--- config.mk ---
export PLATFORM = sky130hd
export DESIGN_NAME = fat_tree_path_enumerator
export DESIGN_NICKNAME = d
export VERILOG_FILES = /design/src/rtl/fte_pkg.sv /design/src/rtl/fte_div.sv /design/src/rtl/fat_tree_path_enumerator.sv
export SDC_FILE = /design/constraint.sdc
export NUM_CORES = 1
export LEC_CHECK = 0
export ABC_CLOCK_PERIOD_IN_PS = 7800
export BUFFER_PORTS_ARGS = -buffer_cell sky130_fd_sc_hd__buf_2
export CORE_MARGIN = 2
export CORE_UTILIZATION = 40
export DETAILED_ROUTE_END_ITERATION = 8
export GPL_TIMING_DRIVEN = 0
export HOLD_SLACK_MARGIN = 0.1
export SYNTH_ARGS = -nofsm -noshare
export SYNTH_HDL_FRONTEND = slang
export SYNTH_HIERARCHICAL = 1
export SYNTH_SLANG_ARGS = --single-unit
--- constraint.sdc ---
create_clock -name clk -period 7.8 [get_ports clk]
set_input_delay 1.17 -clock clk [delete_from_list [all_inputs] [get_ports clk]]
set_output_delay 1.17 -clock clk [all_outputs]
set_load 0.01 [all_outputs]
--- src/rtl/fte_pkg.sv ---
// ----------------------------------------------------------------------------
// fte_pkg
// Shared widths, path kind codes and the topology size table for the
// fat-tree path enumerator.
// ----------------------------------------------------------------------------
package fte_pkg;

  localparam int KW    = 4;   // half radix register width
  localparam int IDXW  = 10;  // host / request index width
  localparam int SWW   = 7;   // edge / aggregation switch index width
  localparam int COREW = 6;   // core switch index width
  localparam int LIMW  = 11;  // index bound width, holds 1024

  localparam logic [1:0] PATH_SAME_EDGE = 2'd0;
  localparam logic [1:0] PATH_SAME_POD  = 2'd1;
  localparam logic [1:0] PATH_CORE      = 2'd2;

  // Number of hosts (2k^3) or edge switches (2k^2) for a clamped k.
  function automatic logic [LIMW-1:0] index_bound(input logic edge_mode,
                                                  input logic [KW-1:0] k);
    logic [LIMW-1:0] hosts;
    logic [LIMW-1:0] edges;
    case (k)
      4'd1:    begin hosts = 11'd2;    edges = 11'd2;   end
      4'd2:    begin hosts = 11'd16;   edges = 11'd8;   end
      4'd3:    begin hosts = 11'd54;   edges = 11'd18;  end
      4'd4:    begin hosts = 11'd128;  edges = 11'd32;  end
      4'd5:    begin hosts = 11'd250;  edges = 11'd50;  end
      4'd6:    begin hosts = 11'd432;  edges = 11'd72;  end
      4'd7:    begin hosts = 11'd686;  edges = 11'd98;  end
      default: begin hosts = 11'd1024; edges = 11'd128; end
    endcase
    return edge_mode ? edges : hosts;
  endfunction

endpackage

--- src/rtl/fte_div.sv ---
// ----------------------------------------------------------------------------
// fte_div
// Restoring divider, one quotient bit per cycle. Divides an index by the
// half radix; shared by every division of a request.
// ----------------------------------------------------------------------------
module fte_div import fte_pkg::*; (
  input  logic            clk,
  input  logic            rst,
  input  logic            start,
  input  logic [IDXW-1:0] dividend,
  input  logic [KW-1:0]   divisor,
  output logic            done,
  output logic [IDXW-1:0] quotient,
  output logic [KW-1:0]   remainder
);

  localparam int CNTW = $clog2(IDXW + 1);

  logic [IDXW-1:0] dvd;
  logic [KW-1:0]   rem;
  logic [KW-1:0]   dsr;
  logic [CNTW-1:0] cnt;
  logic [KW:0]     trial;
  logic [KW+1:0]   diff;

  // trial subtract of the divisor from the shifted partial remainder
  assign trial = {rem, dvd[IDXW-1]};
  assign diff  = {1'b0, trial} - {2'b00, dsr};

  always_ff @(posedge clk) begin
    if (rst) begin
      cnt  <= '0;
      done <= 1'b0;
    end else if (start) begin
      cnt  <= CNTW'(IDXW);
      done <= 1'b0;
    end else if (cnt != '0) begin
      cnt  <= cnt - 1'b1;
      done <= (cnt == CNTW'(1));
    end else begin
      done <= 1'b0;
    end
  end

  // quotient bits shift into the dividend register as it empties
  always_ff @(posedge clk) begin
    if (start) begin
      dvd <= dividend;
      rem <= '0;
      dsr <= divisor;
    end else if (cnt != '0) begin
      if (!diff[KW+1]) begin
        rem <= diff[KW-1:0];
        dvd <= {dvd[IDXW-2:0], 1'b1};
      end else begin
        rem <= trial[KW-1:0];
        dvd <= {dvd[IDXW-2:0], 1'b0};
      end
    end
  end

  assign quotient  = dvd;
  assign remainder = rem;

endmodule

--- src/rtl/fat_tree_path_enumerator.sv ---
// ----------------------------------------------------------------------------
// fat_tree_path_enumerator
// Enumerates every equal-cost path between a pair of hosts or a pair of edge switches
// of a fat tree with half radix k.
// ----------------------------------------------------------------------------
// A request is taken only while the block is idle. Host requests run four
// divisions by k (host to edge switch, edge switch to pod) and edge switch
// requests run two, on the one shared bit-serial divider; then one path is
// emitted per cycle while out_ready is high: 1 for the same edge switch, k
// within a pod, k*k across pods. An index out of range skips the divisions
// and gives one result with valid_res low.
module fat_tree_path_enumerator import fte_pkg::*; #(
  parameter int MAX_HALF_RADIX = 8
) (
  input  logic             clk,
  input  logic             rst,
  input  logic             cfg_we,
  input  logic [KW-1:0]    cfg_wdata,
  input  logic             in_valid,
  output logic             in_ready,
  input  logic             action,
  input  logic [IDXW-1:0]  src_index,
  input  logic [IDXW-1:0]  dst_index,
  output logic             out_valid,
  input  logic             out_ready,
  output logic             valid_res,
  output logic [1:0]       path_kind,
  output logic [SWW-1:0]   src_edge,
  output logic [SWW-1:0]   src_agg,
  output logic [COREW-1:0] core_switch,
  output logic [SWW-1:0]   dst_agg,
  output logic [SWW-1:0]   dst_edge,
  output logic [IDXW-1:0]  dst_host,
  output logic             last
);

  localparam int AW = (MAX_HALF_RADIX > 1) ? $clog2(MAX_HALF_RADIX) : 1;

  localparam logic [2:0] S_IDLE    = 3'd0;
  localparam logic [2:0] S_DIV_SRC = 3'd1;
  localparam logic [2:0] S_DIV_DST = 3'd2;
  localparam logic [2:0] S_DIV_SP  = 3'd3;
  localparam logic [2:0] S_DIV_DP  = 3'd4;
  localparam logic [2:0] S_EMIT    = 3'd5;

  logic [2:0]      state, state_next;
  logic [KW-1:0]   half_radix;
  logic [KW-1:0]   k;
  logic            bad;
  logic            mode;
  logic [IDXW-1:0] src, dst;
  logic [SWW-1:0]  se, de, spk, dpk;
  logic [AW-1:0]   agg, core;
  logic [COREW-1:0] core_idx;
  logic            accept, load;
  logic            in_bad;
  logic            div_start, div_done;
  logic [IDXW-1:0] div_dividend, div_quot;
  logic [KW-1:0]   div_rem;
  logic [1:0]      kind;
  logic            agg_end, core_end, path_end;

  // configuration register and clamped half radix
  always_ff @(posedge clk) begin
    if (rst) begin
      half_radix <= KW'(2);
    end else if (cfg_we) begin
      half_radix <= cfg_wdata;
    end
  end

  always_comb begin
    if (half_radix == '0) begin
      k = KW'(1);
    end else if (half_radix > KW'(MAX_HALF_RADIX)) begin
      k = KW'(MAX_HALF_RADIX);
    end else begin
      k = half_radix;
    end
  end

  assign in_ready = (state == S_IDLE);
  assign accept   = in_valid && in_ready;
  assign load     = !out_valid || out_ready;
  assign in_bad   = ({1'b0, src_index} >= index_bound(action, k)) ||
                    ({1'b0, dst_index} >= index_bound(action, k));

  // shared divider
  fte_div u_div (
    .clk       (clk),
    .rst       (rst),
    .start     (div_start),
    .dividend  (div_dividend),
    .divisor   (k),
    .done      (div_done),
    .quotient  (div_quot),
    .remainder (div_rem)
  );

  // path classification and end-of-run flags
  always_comb begin
    if (se == de) begin
      kind = PATH_SAME_EDGE;
    end else if (spk == dpk) begin
      kind = PATH_SAME_POD;
    end else begin
      kind = PATH_CORE;
    end
  end

  assign agg_end  = (KW'(agg) + KW'(1)) == k;
  assign core_end = (KW'(core) + KW'(1)) == k;
  always_comb begin
    if (bad || kind == PATH_SAME_EDGE) begin
      path_end = 1'b1;
    end else if (kind == PATH_SAME_POD) begin
      path_end = agg_end;
    end else begin
      path_end = agg_end && core_end;
    end
  end

  // sequencer
  always_comb begin
    state_next   = state;
    div_start    = 1'b0;
    div_dividend = src;
    unique case (state)
      S_IDLE: begin
        div_dividend = action ? {{(IDXW-SWW){1'b0}}, src_index[SWW-1:0]} : src_index;
        if (accept) begin
          if (in_bad) begin
            state_next = S_EMIT;
          end else begin
            div_start  = 1'b1;
            state_next = action ? S_DIV_SP : S_DIV_SRC;
          end
        end
      end
      S_DIV_SRC: begin
        div_dividend = dst;
        if (div_done) begin
          div_start  = 1'b1;
          state_next = S_DIV_DST;
        end
      end
      S_DIV_DST: begin
        div_dividend = {{(IDXW-SWW){1'b0}}, se};
        if (div_done) begin
          div_start  = 1'b1;
          state_next = S_DIV_SP;
        end
      end
      S_DIV_SP: begin
        div_dividend = {{(IDXW-SWW){1'b0}}, de};
        if (div_done) begin
          div_start  = 1'b1;
          state_next = S_DIV_DP;
        end
      end
      S_DIV_DP: begin
        if (div_done) begin
          state_next = S_EMIT;
        end
      end
      S_EMIT: begin
        if (load && path_end) begin
          state_next = S_IDLE;
        end
      end
      default: state_next = S_IDLE;
    endcase
  end

  always_ff @(posedge clk) begin
    if (rst) begin
      state <= S_IDLE;
    end else begin
      state <= state_next;
    end
  end

  // request registers and division results
  always_ff @(posedge clk) begin
    if (accept) begin
      mode     <= action;
      src      <= src_index;
      dst      <= dst_index;
      bad      <= in_bad;
      se       <= src_index[SWW-1:0];
      de       <= dst_index[SWW-1:0];
      agg      <= '0;
      core     <= '0;
      core_idx <= '0;
    end else begin
      unique case (state)
        S_DIV_SRC: if (div_done) se <= div_quot[SWW-1:0];
        S_DIV_DST: if (div_done) de <= div_quot[SWW-1:0];
        S_DIV_SP:  if (div_done) spk <= se - SWW'(div_rem);
        S_DIV_DP:  if (div_done) dpk <= de - SWW'(div_rem);
        S_EMIT: begin
          if (load) begin
            core_idx <= core_idx + 1'b1;
            if (kind == PATH_CORE && !core_end) begin
              core <= core + 1'b1;
            end else begin
              core <= '0;
              agg  <= agg + 1'b1;
            end
          end
        end
        default: ;
      endcase
    end
  end

  // output register
  always_ff @(posedge clk) begin
    if (rst) begin
      out_valid <= 1'b0;
    end else if (state == S_EMIT && load) begin
      out_valid <= 1'b1;
    end else if (out_ready) begin
      out_valid <= 1'b0;
    end
  end

  always_ff @(posedge clk) begin
    if (state == S_EMIT && load) begin
      last        <= path_end;
      valid_res   <= !bad;
      path_kind   <= '0;
      src_edge    <= '0;
      src_agg     <= '0;
      core_switch <= '0;
      dst_agg     <= '0;
      dst_edge    <= '0;
      dst_host    <= '0;
      if (!bad) begin
        path_kind <= kind;
        dst_edge  <= de;
        dst_host  <= mode ? '0 : dst;
        if (kind != PATH_SAME_EDGE) begin
          src_edge <= se;
          src_agg  <= spk + SWW'(agg);
        end
        if (kind == PATH_CORE) begin
          core_switch <= core_idx;
          dst_agg     <= dpk + SWW'(agg);
        end
      end
    end
  end

endmodule

Yosys cells after proc, flatten, opt, wreduce, memory -nomap -nowiden
Index checks and enable logic that the tools add are counted.
{ "word_totals": {"out_inout_bits": 50, "regBits": 141} }
{ "classes": {"eq_ne": 25, "n_lt_le_gt_ge": 3, "addsub": 11, "n_mux": 38, "bitwise": 5, "n_reduce_logical": 34} }
{ "ops": {"columns": ["cell", "n"], "rows": [
  ["one-hot mux 11 bit (7 select lines)", 1],
  ["one-hot mux 8 bit (7 select lines)", 1],
  ["one-hot mux 10 bit (4 select lines)", 1],
  ["two-way mux 7 bit", 5],
  ["two-way mux 10 bit", 3],
  ["two-way mux 3 bit", 8],
  ["greater-or-equal comparator 10 x 11 -> 1 bit", 2],
  ["two-way mux 4 bit", 5],
  ["one-hot mux 3 bit (6 select lines)", 1],
  ["== test 4 x 3 -> 1 bit (second input constant)", 4],
  ["adder 7 x 3 -> 7 bit", 2],
  ["== test 7 bit", 2],
  ["subtractor 7 x 4 -> 7 bit", 2],
  ["nonzero test 2 bit", 6],
  ["two-way mux 11 bit", 1],
  ["!= test 2 x 1 -> 1 bit (second input constant)", 5],
  ["AND reduction 3 bit", 3],
  ["adder 3 x 1 -> 4 bit (second input constant)", 2],
  ["== test 4 x 1 -> 1 bit (second input constant)", 2],
  ["== test 4 x 2 -> 1 bit (second input constant)", 2],
  ["== test 4 bit", 2],
  ["two-way mux 1 bit", 8],
  ["OR reduction 2 bit", 4],
  ["adder 3 x 1 -> 3 bit (second input constant)", 2],
  ["23 further kinds", 42]
]} }

Longest topological paths before layout
{ "logic_depth": {"depth_word": 12, "ltp_mapped": 18, "depth_no_buf": 16} }

By module
Netlist, hierarchy kept.
{ "by_module_without_submodules": {"columns": ["module", "seq_area_each_um2", "area_per_inst_um2", "cells_per_inst", "instances"], "rows": [
  ["fat_tree_path_enumerator", 3343.2, 6263.5, 538, 1],
  ["fte_div", 600.6, 1089.8, 87, 1]
]} }

Worst setup path after synthesis
OpenSTA, ideal clock, no wires.
{ "synth_path": {"path_kind": "input port to flip-flop", "from": "input port action", "to": "register u_div.dvd[4], in the netlist u_div/quotient[4] (data pin)", "path_stages": 14, "arrival_time_ns": 4.093, "required_time_ns": 7.540, "path_slack_ns": 3.447, "path_buffers": 3, "path_cell_list": "buf_2 -> nor2b_1 -> nor2_1 -> a211o_1 -> ha_1 -> a21oi_1 -> nand3b_4 -> a311oi_2 -> nand3_1 -> o21ai_1 -> nor2b_1 -> buf_2 -> buf_2 -> mux2_2"} }
{ "synth_between": {"elab_chain_len": 7, "word_cells_on_any_way": 8, "cone_classes": "2 x order compare; 5 x mux; 1 x reduce/logical"} }
{ "synth_rtl": {"columns": ["item", "line", "rtl"], "rows": [
  ["from (decl)", "fat_tree_path_enumerator.sv:21", "input logic action,"],
  ["two-way mux 11 bit (*)", "fte_pkg.sv:33", "return edge_mode ? edges : hosts;"],
  ["greater-or-equal comparator 10 x 11 -> 1 bit (on tied branches)", "fat_tree_path_enumerator.sv:85, fat_tree_path_enumerator.sv:86", null],
  ["logical OR 1 bit (*)", "fat_tree_path_enumerator.sv:85", "assign in_bad = ({1'b0, src_index} >= index_bound(action, k)) ||"],
  ["named net in_bad", "fat_tree_path_enumerator.sv:56", "logic in_bad;"],
  ["two-way mux 1 bit (*)", "fat_tree_path_enumerator.sv:132", "if (in_bad) begin"],
  ["two-way mux 1 bit (*)", "fat_tree_path_enumerator.sv:131", "if (accept) begin"],
  ["one-hot mux 1 bit (2 select lines) (*)", "fat_tree_path_enumerator.sv:128", "unique case (state)"],
  ["named net div_start", "fat_tree_path_enumerator.sv:57", "logic div_start, div_done;"],
  ["two-way mux 10 bit (*)", "fte_div.sv:47", "if (start) begin"],
  ["to (signal assigned)", "fte_div.sv:48", "dvd <= dividend;"],
  ["to (signal assigned)", "fte_div.sv:54", "dvd <= {dvd[IDXW-2:0], 1'b1};"],
  ["to (signal assigned)", "fte_div.sv:57", "dvd <= {dvd[IDXW-2:0], 1'b0};"],
  ["to (decl)", "fte_div.sv:19", "logic [IDXW-1:0] dvd;"]
]} }
Mark *: on every way through the listed nets, which the timed path passes. The rest lies on a longest branch.
A chain may end at the register's enable or synchronous reset.

Final worst setup path
{ "layout_path": {"from": "input port action", "to": "register u_div.dvd[1], in the netlist u_div/quotient[1], enable pin"} }
{ "layout_between": {"elab_chain_len": 7, "word_cells_on_any_way": 8, "cone_classes": "2 x order compare; 4 x mux; 2 x reduce/logical"} }
{ "layout_rtl": {"columns": ["item", "line"], "rows": [
  ["two-way mux 11 bit (*)", "fte_pkg.sv:33"],
  ["greater-or-equal comparator 10 x 11 -> 1 bit (on tied branches)", "fat_tree_path_enumerator.sv:85, fat_tree_path_enumerator.sv:86"],
  ["logical OR 1 bit (*)", "fat_tree_path_enumerator.sv:85"],
  ["named net in_bad", "fat_tree_path_enumerator.sv:56"],
  ["two-way mux 1 bit (*)", "fat_tree_path_enumerator.sv:132"],
  ["two-way mux 1 bit (*)", "fat_tree_path_enumerator.sv:131"],
  ["one-hot mux 1 bit (2 select lines) (*)", "fat_tree_path_enumerator.sv:128"],
  ["named net div_start", "fat_tree_path_enumerator.sv:57"],
  ["nonzero test 2 bit (no line) (*)", null]
]} }
Marks and branches as above.

==> qor.csv <==
metric,value,unit
outcome,completed,
wl,17100,um
cp.arrival,4880,ps
core,18000,um2
worstHoldEndpoint,core_idx[5],
synth-edff-count,112,
start_util,40.8,%
die_x,140,um
diodes,0,
fillers,1671,
htree_levels,4,
clock_latency,420,ps
p_leak,3.36,nW
placed_area,8050,um2
layout-drive-gt1-share,22.1,%
fin_tns_setup,0,ps
die-area,19500,um2
worstHoldStart,core_idx[5],
ant_nets,0,
crit_fanout,10,
post_cts_resized,0,
cts.sinks,141,
antenna_found_initial,0,
cts_tree,yes,
synthArstFlopShare,0,%
fin_area,8600,um2
cp-end-kind,register,
p_clk_share,26.3,%
critPathMaxStageDelay,410,ps
portBuffers,78,
cellPowerDensity,328,nW/um2
std_cell_rows,49,
reg2reg_from,half_radix[0],
syn_nets,697,
clkTransAtPathRegs,60,ps
period_minus_slack,4820,ps
timing.fmax,207,MHz
ioPinCount,80,
reg2reg_slack,3270,ps
avgRoutedWirePerCell,17.7,um
period_share,61.8,%
intPower,1.85,mW
ys.flop_type,edfxtp_1,
grt_usage,18.4,%
synth.avg_cell_area,11.8,um2
final_hold_viol_count,0,
ys_top_cells_by_count,"edfxtp_1 (112), nand2_1 (60), nor2_1 (46)",
synth.most_common_cell,edfxtp_1,
dp_hpwl,13000,um
r2r_cells,14,
holdBufCountCts,0,
multiInputGateArea,3180,um2
setup.worst_path.class,input port to register,
drt_first_iter_violations,338,
cts-root-buf,clkbuf_16,
power.switching,0.967,mW
final_nets,795,
ys.warnings.count,6,
first_pass_iters,7,
post-route-drc-count,0,
setup_viol,0,
postCtsSetupBuffers,0,
rsz0062_at_grt,false,
ir_drop,0.190,mV
grt_max_degree,35,
synth_area_leader_cell,edfxtp_1,
gp_congestion,0.879,
cts_made_buffers,17,
fin_hold_ws,488,ps
cap_violations,0,
crit_path_cell_trace,"buf_2, buf_2, nor2b_1, nor2_1, a211o_1, ha_1, a21oi_1, nand3b_4, a311oi_2, nand3_1, o21ai_1, nor2b_1, buf_2, or3_1, nor2_1, inv_1",
gr-total-overflow,0,
drv_slew,0,
die_h,140,um
r2r-end,u_div/quotient[1],
area_growth,16.9,%
startpoint_type,input port,
grt_pass1_vias,5152,
synth.distinct_cells,69,
cts_buffer_depth,2,
hold_class,register to register,
syn_area,7350,um2
fin_util,47.7,%
syn_inst,625,
worst_hold_path.num_cells,2,
power_frac_comb,31.7,%
clock_skew,9.28,ps
yosysTopAreaCellShare,45.7,%
cp_slowest_cell,nor2b_1,
final-seq-area,3940,um2
swShare,34.3,%
vias,4991,
seqPwrFrac,42.0,%
worst_pin_slew,1300,ps
cpMostUsedCell,buf_2,
synth_area_leaders,"edfxtp_1 (46%), dfxtp_1 (7.9%), ha_1 (6.3%)",
routed_via_density,5.17,
crit_family,simple AND/OR/NAND/NOR gates,
worst_ep_required_time,7860,ps
critPathBufInv,4,
relSlewSlack,12.6,%
yosys_register_bits,141,
ys_seq_area_share,53.6,%
grt_pass1_wl,27800,um
==> cells by family (layout without fill, tap and decap cells) <==
kind of cell	after synthesis	count (layout)	share of synthesized area (%)
multiplexers	33	33	5.99
AO/OA/AOI/OAI	82	82	8.15
adder cells (fa/ha/maj)	42	42	7.66
flip-flops	141	141	53.6
AND/OR/NAND/NOR	222	222	15.7
buffers and inverters	57	168	3.10
XOR/XNOR	48	48	5.82
==> sequential cells by signal, summed over array words and instances (netlist names), 10 cells and up <==
name            cells
dst_host           10
u_div/quotient     10
dst                10
src                10
==> cell type report <==
| cell class | count | share of cell area [%] |
|---|---|---|
| clock inverter | 12 | 1.03 |
| sequential | 141 | 45.9 |
| clock buffer | 20 | 5.31 |
| inverter | 34 | 1.48 |
| buffer | 23 | 1.19 |
| multi-input combinational | 427 | 37.0 |
| tap | 229 | 3.33 |
| timing repair buffer | 79 | 4.77 |
==> power groups by stage <==
stage / Clock (mW) / Combinational, mW / Sequential (mW)
floorplan: 0 / 0.651 / 1.16
global placement: 0 / 0.875 / 1.20
detailed placement: 0 / 0.899 / 1.20
CTS: 0.756 / 0.903 / 1.18
global route: 0.795 / 1.01 / 1.20
finish: 0.740 / 0.895 / 1.18
==> worst reg2reg max path, stage by stage, from the launching register on <==
cell	delay [ps]
dfxtp_1	480
clkbuf_1	430
nor2_1	120
a211o_1	340
ha_1	330
a21oi_1	300
nand3b_4	110
a311oi_2	310
nand3_1	180
o21ai_1	170
nor2b_1	410
buf_2	340
or3_1	170
nor2_1	90
inv_1	390
==> cell usage in the layout (no fill, tap or decap), types with 13 or more instances in the layout <==
master     instances
clkbuf_1          14
mux2_2            18
xnor2_1           17
o21ai_0           19
a21oi_1           13
edfxtp_1         112
buf_2             84
nor2b_1           23
nand2_1           60
nor2_1            46
dfxtp_1           29
clkbuf_16         17
and2_1            17
xor2_1            30
inv_1             33
ha_1              37
==> per-layer routing <==
layer  vias up  GRT usage, %  share of wire, %
met5         -             0                 0
met4         0          5.05               1.1
met3        11          4.51               5.1
met2       131          31.1                49
met1      2389          23.7                44
li1       2460             -                 -
==> per-stage QoR <==
step                setup slack (ps)  total power, mW  cells
global placement                2610             2.07    932
CTS                             3020             2.84    965
detailed placement              2620             2.10    933
floorplan                       3450             1.81    625
finish                          2980             2.82    965
global route                    2720             3.01    965
==> how the worst max path moves through the flow <==
stage	slack, ps	to	cells after the start	start
after CTS	3020	u_div/quotient[1]	16	action
after global placement	2610	agg[0]	7	out_ready
after detailed placement	2620	u_div/quotient[5]	16	action
after global routing	2720	u_div/quotient[1]	16	action
final	2980	u_div/quotient[1]	16	action
after floorplan	3450	u_div/quotient[4]	14	action
No activity file was read; power rests on OpenSTA's default activity.
